$ cat src/rtl/core/wssp_pkg.sv
// ---------------------------------------------------------------------------
// wssp_pkg: shared types and constants for the worst slack path selector
// Request and result payload structs, action and status codes.
// ---------------------------------------------------------------------------
package wssp_pkg;

  typedef enum logic [1:0] {
    ACT_LOAD  = 2'd0,
    ACT_SETUP = 2'd1,
    ACT_HOLD  = 2'd2,
    ACT_NONE  = 2'd3
  } action_t;

  typedef enum logic [1:0] {
    ST_OK      = 2'd0,
    ST_NO_ENDS = 2'd1,
    ST_RANK    = 2'd2,
    ST_CHAIN   = 2'd3
  } status_t;

  localparam logic [2:0] KIND_PO      = 3'd1;
  localparam logic [2:0] KIND_CAPTURE = 3'd3;

  typedef struct packed {
    logic [1:0]         action;
    logic [5:0]         node_id;
    logic [2:0]         node_kind;
    logic signed [31:0] setup_slack;
    logic signed [31:0] hold_slack;
    logic signed [31:0] late_arrival;
    logic signed [31:0] early_arrival;
    logic [5:0]         setup_link;
    logic               has_setup_link;
    logic [5:0]         hold_link;
    logic               has_hold_link;
    logic [5:0]         rank;
  } req_t;

  typedef struct packed {
    logic [1:0]         status;
    logic [5:0]         path_node;
    logic [5:0]         hop;
    logic signed [31:0] path_slack;
    logic signed [31:0] path_delay;
    logic               last;
  } res_t;

  // one endpoint record travelling along the cell chain
  typedef struct packed {
    logic        vld;
    logic [5:0]  id;
    logic [31:0] key;   // slack with sign bit flipped, compares unsigned
  } ent_t;

endpackage

$ cat src/rtl/core/wssp_cell.sv
// ---------------------------------------------------------------------------
// wssp_cell: one cell of the ranking chain
// Counts how many streamed endpoints order before the endpoint it holds.
// ---------------------------------------------------------------------------
module wssp_cell
  import wssp_pkg::*;
(
  input  logic clk,
  input  logic clr,     // start of a new pass
  input  ent_t own,     // this cell's endpoint, sampled during the load pass
  input  logic own_we,
  input  ent_t cmp_in,  // streamed neighbor data
  output ent_t cmp_out,
  output ent_t held,
  output logic [6:0] pos
);

  ent_t       held_r;
  ent_t       pass_r;
  logic [6:0] pos_r;
  logic       ahead;

  always_comb begin
    ahead = cmp_in.vld && held_r.vld && cmp_in.id != held_r.id &&
            ((cmp_in.key < held_r.key) ||
             (cmp_in.key == held_r.key && cmp_in.id < held_r.id));
  end

  always_ff @(posedge clk) begin
    pass_r <= cmp_in;
    if (clr) begin
      held_r.vld <= 1'b0;
      pos_r      <= '0;
    end else begin
      if (own_we) held_r <= own;
      if (ahead) pos_r <= pos_r + 7'd1;
    end
  end

  assign cmp_out = pass_r;
  assign held    = held_r;
  assign pos     = pos_r;

endmodule

$ cat config.mk
export PLATFORM = sky130hd
export DESIGN_NAME = wssp_cell
export DESIGN_NICKNAME = d
export VERILOG_FILES = /design/src/rtl/core/wssp_pkg.sv /design/src/rtl/core/wssp_cell.sv
export SDC_FILE = /design/constraint.sdc
export NUM_CORES = 1
export LEC_CHECK = 0
export BUFFER_PORTS_ARGS = -buffer_cell sky130_fd_sc_hd__buf_2
export CAP_MARGIN = 10
export CORE_MARGIN = 4
export CORE_UTILIZATION = 45
export CTS_BUF_LIST = sky130_fd_sc_hd__clkbuf_16
export DETAILED_ROUTE_END_ITERATION = 16
export HOLD_SLACK_MARGIN = 0.12
export PLACE_DENSITY = 0.79
export SLEW_MARGIN = 30
export SYNTH_ARGS = -nofsm -noshare
export SYNTH_HDL_FRONTEND = slang
export SYNTH_SLANG_ARGS = --single-unit
$ cat constraint.sdc
create_clock -name clk -period 3.7 [get_ports clk]
set_input_delay 0.555 -clock clk [delete_from_list [all_inputs] [get_ports clk]]
set_output_delay 0.555 -clock clk [all_outputs]
set_load 0.01 [all_outputs]
* Word level (Yosys, flattened, before mapping)
Index checks and enable logic that the tools add are counted.
** Cells by class
- Add/sub/neg operators :: 1
- Order comparisons :: 2
- Eq/ne operators :: 2
- Bitwise logic cells :: 1
- Reduce and logical (&&, ||, !) cells :: 6
** Operators by type and width (number)
- $eq A32 B32 Y1 :: 1
- $lt A32 B32 Y1 :: 1
- $add A7 B1 Y7 const B :: 1
- $lt A6 B6 Y1 :: 1
- $ne A6 B6 Y1 :: 1
- $logic_and A1 B1 Y1 :: 4
- $reduce_and A2 Y1 :: 1
- $logic_or A1 B1 Y1 :: 1
- $not A1 Y1 :: 1
** Word-level totals
- Register bits :: 85
- Input bits :: 81
- Output and inout port bits :: 85
- Word-level logic and storage cells :: 19

* Depth between registers and ports, before layout
Gate-level depths: netlist (run 1).
- Depth after elaboration :: 4
- Mapped depth :: 10

* Worst setup path before layout (run 1)
OpenSTA, ideal clock, no wires.
- Kind :: input to register
- From :: input port cmp_in[14] (netlist name)
- To :: register pos_r[6] (netlist: pos[6])
- Library setup time :: 116 ps
- Arrival time :: 2713 ps
- Data required time :: 3584 ps
- Setup slack :: 871 ps
- Cell stages on the path :: 9
- Cells stage by stage :: ha_1 nand4_2 or4_4 or4b_4 o31ai_2 and3_1 buf_6 a311oi_1 a41o_1
** Between the ends
- Longest elaborated chain between the ends :: 4
** Ends and longest elaborated chain
- from (decl) :: line wssp_cell.sv:12 : input ent_t cmp_in,
- parallel branches: the longest is 2 deep, another holds $lt A32 B32 Y1
- $logic_or A1 B1 Y1 (*) :: line wssp_cell.sv:25 : ((cmp_in.key < held_r.key) ||
- $logic_and A1 B1 Y1 (*) :: line wssp_cell.sv:24 : ahead = cmp_in.vld && held_r.vld && cmp_in.id != held_r.id &&
- to (signal assigned) :: line wssp_cell.sv:36 : if (ahead) pos_r <= pos_r + 7'd1;
- to (decl) :: line wssp_cell.sv:20 : logic [6:0] pos_r;
Mark *: on every way between the ends.
A chain may end at the register's enable or synchronous reset.

* Final worst setup path (run 1)
- From :: register held_r (netlist bit held[11])
- To :: register pos_r[6] (netlist: pos[6])
** Between the ends
- Longest elaborated chain between the ends :: 4
** Ends and longest elaborated chain
- from (decl) :: line wssp_cell.sv:18 : ent_t held_r;
- from (signal assigned) :: line wssp_cell.sv:35 : if (own_we) held_r <= own;
- parallel branches: the longest is 2 deep, another holds $lt A32 B32 Y1
- $logic_or A1 B1 Y1 (*) :: line wssp_cell.sv:25
- $logic_and A1 B1 Y1 (*) :: line wssp_cell.sv:24
Marks and branches as above.

==> results.md, run 1 <==
- Status: completed
- Peak VDD IR: approximately 0.32 mV
- Setup TNS: 0 ns
- Top_reg_cell synth: dfxtp_1
- Top Ports: 166
- Worst Hold Class: input pin to flip-flop
- Worst Path Arrival: 3.15 ns
- Met3 Use GR: 0.0569
- Max_cap viols: 0
- Largest net degree at the start of global routing: 23
- RSZ-0062 raised after global routing: false
- Post-Route WL: about 7500 um
- Clock network latency to the later pin of the worst-skew pair: 0.32 ns
- Critical path's slowest cell: or4_4
- FF-to-FF Start: held[11]
- Largest fanout on the critical path: 8
- Critical path class: flip-flop to flip-flop
- Area delta synth->final: 38.2%
- Netlist Area Pre-Place: ~3300 um2
- Clk_skew: about 0.0045 ns
- Sequential share of the synthesized area: 0.629
- Fin nets: 550
- Gr busiest metal: met2
- Yosys reg bits: between 80 and 90
- Crit path largest cell delay: 0.59 ns
- DR vias/cell: 4.66
- Tcrit/Tclk final: 0.793
- IO Port Bufs: approximately 170
- WL/cell: 14.0 um
- Synth async-reset ratio: 0
- Die height: 93.8 um
- Total Routing Usage GR: 0.174
- Vias: 2486
- Levels on crit path: 9
- Initial Util: 0.459
- Yosys cell types: 37
- Synth warnings: 0
- Initial antenna violation count: 1
- Commonest non-fill, non-tap cell in the layout: buf_2
- Diodes inserted: 0
- First-pass GRT wire length: 11700 um
- Total grt overflow: 0
- DR iter-0 viols: 26
- CP startpoint: held[11]
- Filler cell count in the final layout: a little under 600
- HPWL after detailed placement: 6320 um
- Crit start category: flip-flop
- Worst setup endpoint: pos[6]
- Max Transition Viols Final: 0
- Final core occ: 0.634
- ANT nets after route: 0
- Root buf cell: clkbuf_16
- Syn Area/Cell: about 13 um2
- Row cnt: 31
- Vias in the first global route: approximately 2600
- Synthesized instance count: 255
- Clk pin slew, worst setup/hold paths: 0.06 ns
- Register-to-Register Path Depth: 9
- Post-synth EDFFs: 38
- Met1 GRT Util: 0.189
- Top delay family on crit path: simple AND/OR/NAND/NOR gates
- Final setup fails: 0
- Fmax: about 340 MHz
- Hold Vio Cnt, Final: 0
- CTS Buf Count: 9
- Share of cells above drive strength 1: 0.440
- H-tree depth: 3
- Hold Buf Count CTS: 0
- Pre-antenna DRT Iters: 4
- Max Buffers Root-to-Sink: 2
- Buf/Inv on CP: 1
- Relative slew slack: 0.617
- Tmin final: about 2.9 ns
- Gpl congestion: about 0.80
- Post-CTS setup buffer count: 0
- Placeable Area: 7210 um2
- Leak: 0.00229 uW
- Sink Count: 85
- Reg2reg setup slack: ~0.77 ns
- Hold_sp: cmp_in[32]
- Critical Path RT: 3.92 ns
- Grt met2 use: 0.311
- CTS tree: yes
- DRC: 0
- Setup crit end kind: flip-flop
- Post-CTS resize count: 0
- R2R Path End: pos[6]
- Worst-Margin Slew: 0.573 ns
- Cell Chain, Critical Path: inv_1 -> ha_1 -> nand4_1 -> or4_4 -> or4b_4 -> o31ai_2 -> and3_1 -> a311oi_1 -> a41o_1
- Pwr dens: 485 nW/um2
- Full die area: 8790 um2
- Most frequent cells in the layout: 165 x buf_2, 47 x dfxtp_1, 42 x inv_1, 39 x ha_1, 38 x edfxtp_1
- Mapped Nets: approximately 380
- Die X: 93.8 um
[per-stage QoR]
step	worst slack [ns]	instance area, um2	total power, uW	hold slack, ns	instances
6_report	0.766	4580	2220	0.347	533
5_1_grt	0.635	4580	2320	0.332	533
4_1_cts	0.748	4580	2240	0.335	533
3_5_place_dp	0.456	4270	1330	0.524	518
3_3_place_gp	0.515	4250	1320	0.506	517
2_1_floorplan	0.871	3310	1200	0.542	255
[power by group]
| part | switching [uW] | internal (uW) | leakage [uW] |
|---|---|---|---|
| clock network | 334 | 581 | 0.000152 |
| registers | 18.6 | 1040 | 0.000750 |
| logic | 134 | 115 | 0.00139 |
[registers in the layout, summed over array words and instances, names as in the netlist]
signal,flops
cmp_out,39
pos,7
held,39
[synth_stat cells (2+ instances only)]
cell type,n,share of area
edfxtp_1,38,0.34
ha_1,39,0.15
o211ai_1,2,0.0045
a21oi_1,16,0.024
a31o_2,2,0.0053
and4_1,2,0.0053
xnor2_1,3,0.0079
a31oi_1,2,0.0038
dfxtp_1,47,0.28
nand4_1,7,0.013
nor2b_1,3,0.0057
nor2_1,8,0.0091
nand2_1,8,0.0091
inv_1,42,0.048
buf_6,2,0.0068
and3_1,3,0.0057
nor3_1,2,0.0030
nand3_1,4,0.0060
o21ai_0,3,0.0045
a21o_1,2,0.0045
a311oi_1,2,0.0053
a41o_1,2,0.0060
mux2i_1,2,0.0060
[area by class of cell]
cell class | instances | area [um2] | share of cell area
clock buffers | 9 | 225 | 0.0492
clock inverters | 6 | 78.8 | 0.0172
inverters | 42 | 158 | 0.0344
multi-input cells | 126 | 1060 | 0.231
flip-flops and latches | 85 | 2080 | 0.455
well taps | 99 | 124 | 0.0271
repair buffers | 166 | 853 | 0.186
[layer usage]
layer	up-vias	wire, um
li1	1261	-
met1	1125	2870
met2	90	3850
met3	8	655
met4	2	84
met5	-	10
[worst reg2reg max path, delay by kind of cell (launching register included)]
family          cells  cell delay, ns
simple gates        4            1.70
compound gates      3            0.45
flops               1            0.34
fa+ha+maj           1            0.30
buf+inv             1            0.04
[worst min-delay path by stage]
stage	depth (start not counted)	endpoint	slack [ns]
CTS	1	cmp_out[11]	0.34
detailed placement	2	held[38]	0.52
finish	1	cmp_out[32]	0.35
floorplan	2	held[38]	0.54
global route	1	cmp_out[38]	0.33
global placement	2	held[38]	0.51
[cells by family (layout without fill, tap and decap cells)]
family | count (synthesis) | in the layout | synth area share
xor gates and xnor gates | 3 | 3 | 0.00794
DFF | 85 | 85 | 0.629
buffers and inverters | 44 | 223 | 0.0544
muxes | 2 | 2 | 0.00605
AOI/OAI and AO/OA | 39 | 39 | 0.0797
adders and majority gates | 39 | 39 | 0.147
and+or+nand+nor | 43 | 43 | 0.0756
No activity file was read; power rests on OpenSTA's default activity.
==> inputs of run 2 (changes only) <==
==> constraint.sdc (replaced) <==
create_clock -name clk -period 3 [get_ports clk]
set_input_delay 0.45 -clock clk [delete_from_list [all_inputs] [get_ports clk]]
set_output_delay 0.45 -clock clk [all_outputs]
set_load 0.01 [all_outputs]
==> run 2 against run 1 <==
Against the previous run:
- hold slack got worse by 0.11 ns
- clock power increased by 7.7%
- sequential power is 23% higher
- final cell count is 1.3% higher
- global-route usage barely moved
- critical path depth unchanged
- highest routed layer unchanged
- combinational power up 25%
- non-clock buffer count up 5
==> results.md, run 2 (synthesized netlist as in run 1, its figures left out) <==
- Placed insts: between 500 and 600
- ANT nets after route: 0
- H-tree depth: 3
- Fmax: 351 MHz
- Crit start category: flip-flop
- Max Buffers Root-to-Sink: 2
- Vias in the first global route: 2584
- Area delta synth->final: 37.8%
- Placeable Area: just over 7000 um2
- Vias: approximately 2500
- Relative slew slack: 0.658
- Root buf cell: clkbuf_16
- Status: completed
- Leak: around 0.0023 uW
- Final setup fails: 0
- Sink Count: 85
- Hold Vio Cnt, Final: 0
- Setup crit end kind: flip-flop
- Tcrit/Tclk final: 0.950
- First-pass GRT wire length: 11600 um
- Initial antenna violation count: 2
- DR vias/cell: 4.69
- Largest net degree at the start of global routing: 23
- Post-CTS setup buffer count: 0
- Worst Hold Class: input pin to flip-flop
- DRC: 0
- Total grt overflow: 0
- Max_cap viols: 0
- Most frequent cells in the layout: 165 x buf_2, 47 x dfxtp_1, 43 x inv_1, 39 x ha_1, 38 x edfxtp_1
- DR iter-0 viols: 51
- Worst-Margin Slew: around 0.51 ns
- Pwr dens: 570 nW/um2
- Tmin final: between 2 and 3 ns
- Commonest non-fill, non-tap cell in the layout: buf_2
- Critical path class: flip-flop to flip-flop
- Post-CTS resize count: 0
- Setup TNS: 0 ns
- CTS tree: yes
- Largest fanout on the critical path: 6
- Fin nets: 555
- Critical Path RT: 3.22 ns
- Clk pin slew, worst setup/hold paths: 0.06 ns
- IO Port Bufs: 165
- Full die area: 8790 um2
- CTS Buf Count: 9
- HPWL after detailed placement: 6340 um
- Initial Util: 0.459
- Share of cells above drive strength 1: 0.445
- Top Ports: 166
- Filler cell count in the final layout: 609
- Final cell count without fillers: 540
- Max Transition Viols Final: 0
- Hold Buf Count CTS: 0
- Die X: 93.8 um
- WL/cell: around 14 um
- Peak VDD IR: 0.293 mV
- Pre-antenna DRT Iters: 4
- Row cnt: 31
- Worst Path Arrival: 3.07 ns
- Gpl congestion: about 0.78
- Clock network latency to the later pin of the worst-skew pair: 0.33 ns
- RSZ-0062 raised after global routing: false
- Total Routing Usage GR: 0.174
- Clk_skew: 0.00515 ns
- Post-Route WL: 7630 um
- Die height: approximately 94 um
## run 2: power breakdown
group          internal [uW]  switching [uW]
combinational            144             167
clock                    554             431
sequential              1280            23.5
total                   1980             622
## run 2: final cells by class
| cell class | instances | area (um2) | area share |
|---|---|---|---|
| multi-input cells | 126 | 1060 | 0.231 |
| repair buffers | 171 | 871 | 0.191 |
| diodes | 1 | 2.50 | 0.000549 |
| well taps | 99 | 124 | 0.0272 |
| inverters | 42 | 158 | 0.0346 |
| clock buffers | 9 | 225 | 0.0494 |
| clock inverters | 7 | 43.8 | 0.00960 |
| flip-flops and latches | 85 | 2080 | 0.456 |
## run 2: critical path, stage by stage (launching register included)
cell      delay (ns)
edfxtp_1        0.36
inv_1           0.05
ha_1            0.29
nand4_1         0.14
or4_4           0.57
or4b_4          0.56
o31ai_2         0.08
and3_1          0.34
a311oi_1        0.14
a41o_1          0.22
## run 2: final timing paths
path	startpoint	end	slack, ns	cells after the start
hold / removal	cmp_in[38]	cmp_out[38]	0.24	1
setup reg to reg	held[9]	pos[6]	0.15	9
setup / recovery	held[9]	pos[6]	0.15	9
hold reg to reg	held[38]	held[38]	0.54	2
## run 2: through the flow
stage          utilization  instance area, um2  power [uW]  worst slack, ns  hold slack [ns]
6_report             0.632                4560        2600            0.149            0.236
5_1_grt              0.632                4560        2720           0.0283            0.223
4_1_cts              0.632                4560        2620            0.137            0.229
3_5_place_dp         0.595                4290        1640          -0.0336            0.525
3_3_place_gp         0.595                4290        1630           0.0376            0.506
2_1_floorplan            -                3310        1480            0.276            0.478
## run 2: layer usage
metal | up-vias | wire, um | GRT usage
met5 | - | 7 | 0
met4 | 2 | 95 | 0.0782
met3 | 11 | 643 | 0.0561
met2 | 97 | 3910 | 0.303
met1 | 1148 | 2970 | 0.192
li1 | 1277 | - | -
==> inputs of run 3 (changes only) <==
--- a/config.mk
+++ b/config.mk
@@ -8,11 +8,11 @@
 export BUFFER_PORTS_ARGS = -buffer_cell sky130_fd_sc_hd__buf_2
 export CAP_MARGIN = 10
 export CORE_MARGIN = 4
-export CORE_UTILIZATION = 45
-export CTS_BUF_LIST = sky130_fd_sc_hd__clkbuf_16
+export CORE_UTILIZATION = 47
+export CTS_BUF_LIST = sky130_fd_sc_hd__clkbuf_4 sky130_fd_sc_hd__clkbuf_8
 export DETAILED_ROUTE_END_ITERATION = 16
 export HOLD_SLACK_MARGIN = 0.12
-export PLACE_DENSITY = 0.79
+export PLACE_DENSITY = 0.82
 export SLEW_MARGIN = 30
 export SYNTH_ARGS = -nofsm -noshare
 export SYNTH_HDL_FRONTEND = slang
==> run 3 against run 2 <==
Against the previous run:
- global-route usage is 0.65 points higher
- critical endpoint is now pos[4]
- clock power shrank 12%
- sequential power about the same
- largest cell class unchanged
- largest power group unchanged
==> results.md, run 3 (synthesized netlist as in run 1, its figures left out) <==
- Row cnt: 30
- HPWL after detailed placement: 6290 um
- Worst Hold Class: input pin to flip-flop
- Critical path's slowest cell: or4_4
- CTS tree: yes
- Post-Route WL: 7500 um
- Pre-antenna DRT Iters: 4
- Top delay family on crit path: simple AND/OR/NAND/NOR gates
- Die X: 91.9 um
- Final setup fails: 0
- Grt met2 use: 0.328
- Max Buffers Root-to-Sink: 2
- Initial Util: 0.485
- Largest net degree at the start of global routing: 31
- DR iter-0 viols: 33
- Share of cells above drive strength 1: 0.451
- Status: completed
- Vias in the first global route: ~2600
- Area delta synth->final: 35.9%
- Placed insts: slightly above 500
- Hold Vio Cnt, Final: 0
- Root buf cell: clkbuf_8
- Fin Hold WS: 0.223 ns
- Largest fanout on the critical path: 7
- Peak VDD IR: 0.330 mV
- WL/cell: about 14 um
- Reg2reg setup slack: 0.20 ns
- Crit start category: flip-flop
- RSZ-0062 raised after global routing: false
- Vias: ~2500
- ANT nets after route: 0
- Final cell count without fillers: roughly 540
- Fmax: around 360 MHz
- Relative slew slack: 0.743
- Tmin final: around 2.8 ns
- CTS Buf Count: 9
- Gr busiest metal: met2
- H-tree depth: 3
- Buf/Inv on CP: 1
- Met1 GRT Util: 0.192
- Most frequent cells in the layout: 165 x buf_2, 47 x dfxtp_1, 42 x inv_1, 39 x ha_1, 38 x edfxtp_1
- Max_cap viols: 0
- Leak: 0.00226 uW
- Initial antenna violation count: 0
- First-pass GRT wire length: 12000 um
- Fin nets: 554
- Sink Count: between 80 and 90
- Worst-Margin Slew: 0.382 ns
- DRC: 0
- Total grt overflow: 0
- Full die area: 8450 um2
- IO Port Bufs: 165
- Gpl congestion: 0.755
- Cell Chain, Critical Path: inv_1 -> ha_1 -> nand4_1 -> or4_4 -> or4b_4 -> o31ai_2 -> and3_2 -> a311oi_1 -> a41o_1
- Tcrit/Tclk final: 0.934
- Crit path largest cell delay: roughly 0.58 ns
- Met3 Use GR: 0.0550
- Commonest non-fill, non-tap cell in the layout: buf_2
- Die height: 91.9 um
- Total Routing Usage GR: 0.180
- Critical path class: flip-flop to flip-flop
- Clk pin slew, worst setup/hold paths: 0.08 ns
- Pwr dens: approximately 550 nW/um2
- Clock network latency to the later pin of the worst-skew pair: 0.34 ns
- Diodes inserted: 0
- Setup crit end kind: flip-flop
- DR vias/cell: about 4.7
- Hold Buf Count CTS: 0
- Placeable Area: 6830 um2
- Final core occ: 0.659
- Max Transition Viols Final: 0
- Critical Path RT: around 3.2 ns
- Clk_skew: 0.00859 ns
- Worst Path Arrival: 3.03 ns
- Top Ports: 166
run 3: repair_timing:
item | CTS | global route
setup endpoints to repair | 0 | 3
buffers inserted | 0 | 0
gates resized for setup | 0 | 1
run 3: area by class of cell:
| type | count | area (um2) |
|---|---|---|
| Clock buffer | 10 | 131 |
| Clock inverter | 6 | 87.6 |
| Fill cell | 590 | 2330 |
| Inverter | 42 | 158 |
| Multi-Input combinational cell | 126 | 1060 |
| Sequential cell | 85 | 2080 |
| Tap cell | 96 | 120 |
| Timing Repair Buffer | 170 | 863 |
run 3: path summary, 6_finish.rpt:
check | startpoint | to | cells past startpoint
worst min register to register | held[38] | held[38] | 2
worst max register to register | held[9] | pos[4] | 9
worst max-delay path | held[9] | pos[4] | 9
worst min-delay path | cmp_in[0] | cmp_out[0] | 1
run 3: metrics by stage:
stage / area (um2) / TNS, ns / setup WS (ns) / power, uW
global route: 4500 / 0 / 0.0283 / 2590
floorplan: 3310 / 0 / 0.276 / 1480
CTS: 4500 / 0 / 0.0952 / 2500
detailed placement: 4280 / -0.165 / -0.0740 / 1640
finish: 4500 / 0 / 0.197 / 2470
global placement: 4280 / -0.00254 / -0.00254 / 1630
run 3: report_power, final:
part	switching (uW)	internal, uW	total, uW	leakage (uW)
combinational	166	143	308	0.00140
clock	385	476	862	0.000102
sequential	23.3	1280	1300	0.000750
run 3: layer usage:
layer,vias to the layer above,part of all wire,wire (um)
met3,14,0.082,612
met5,-,0,0
met4,0,0.023,170
li1,1264,-,-
met2,101,0.52,3900
met1,1157,0.38,2820
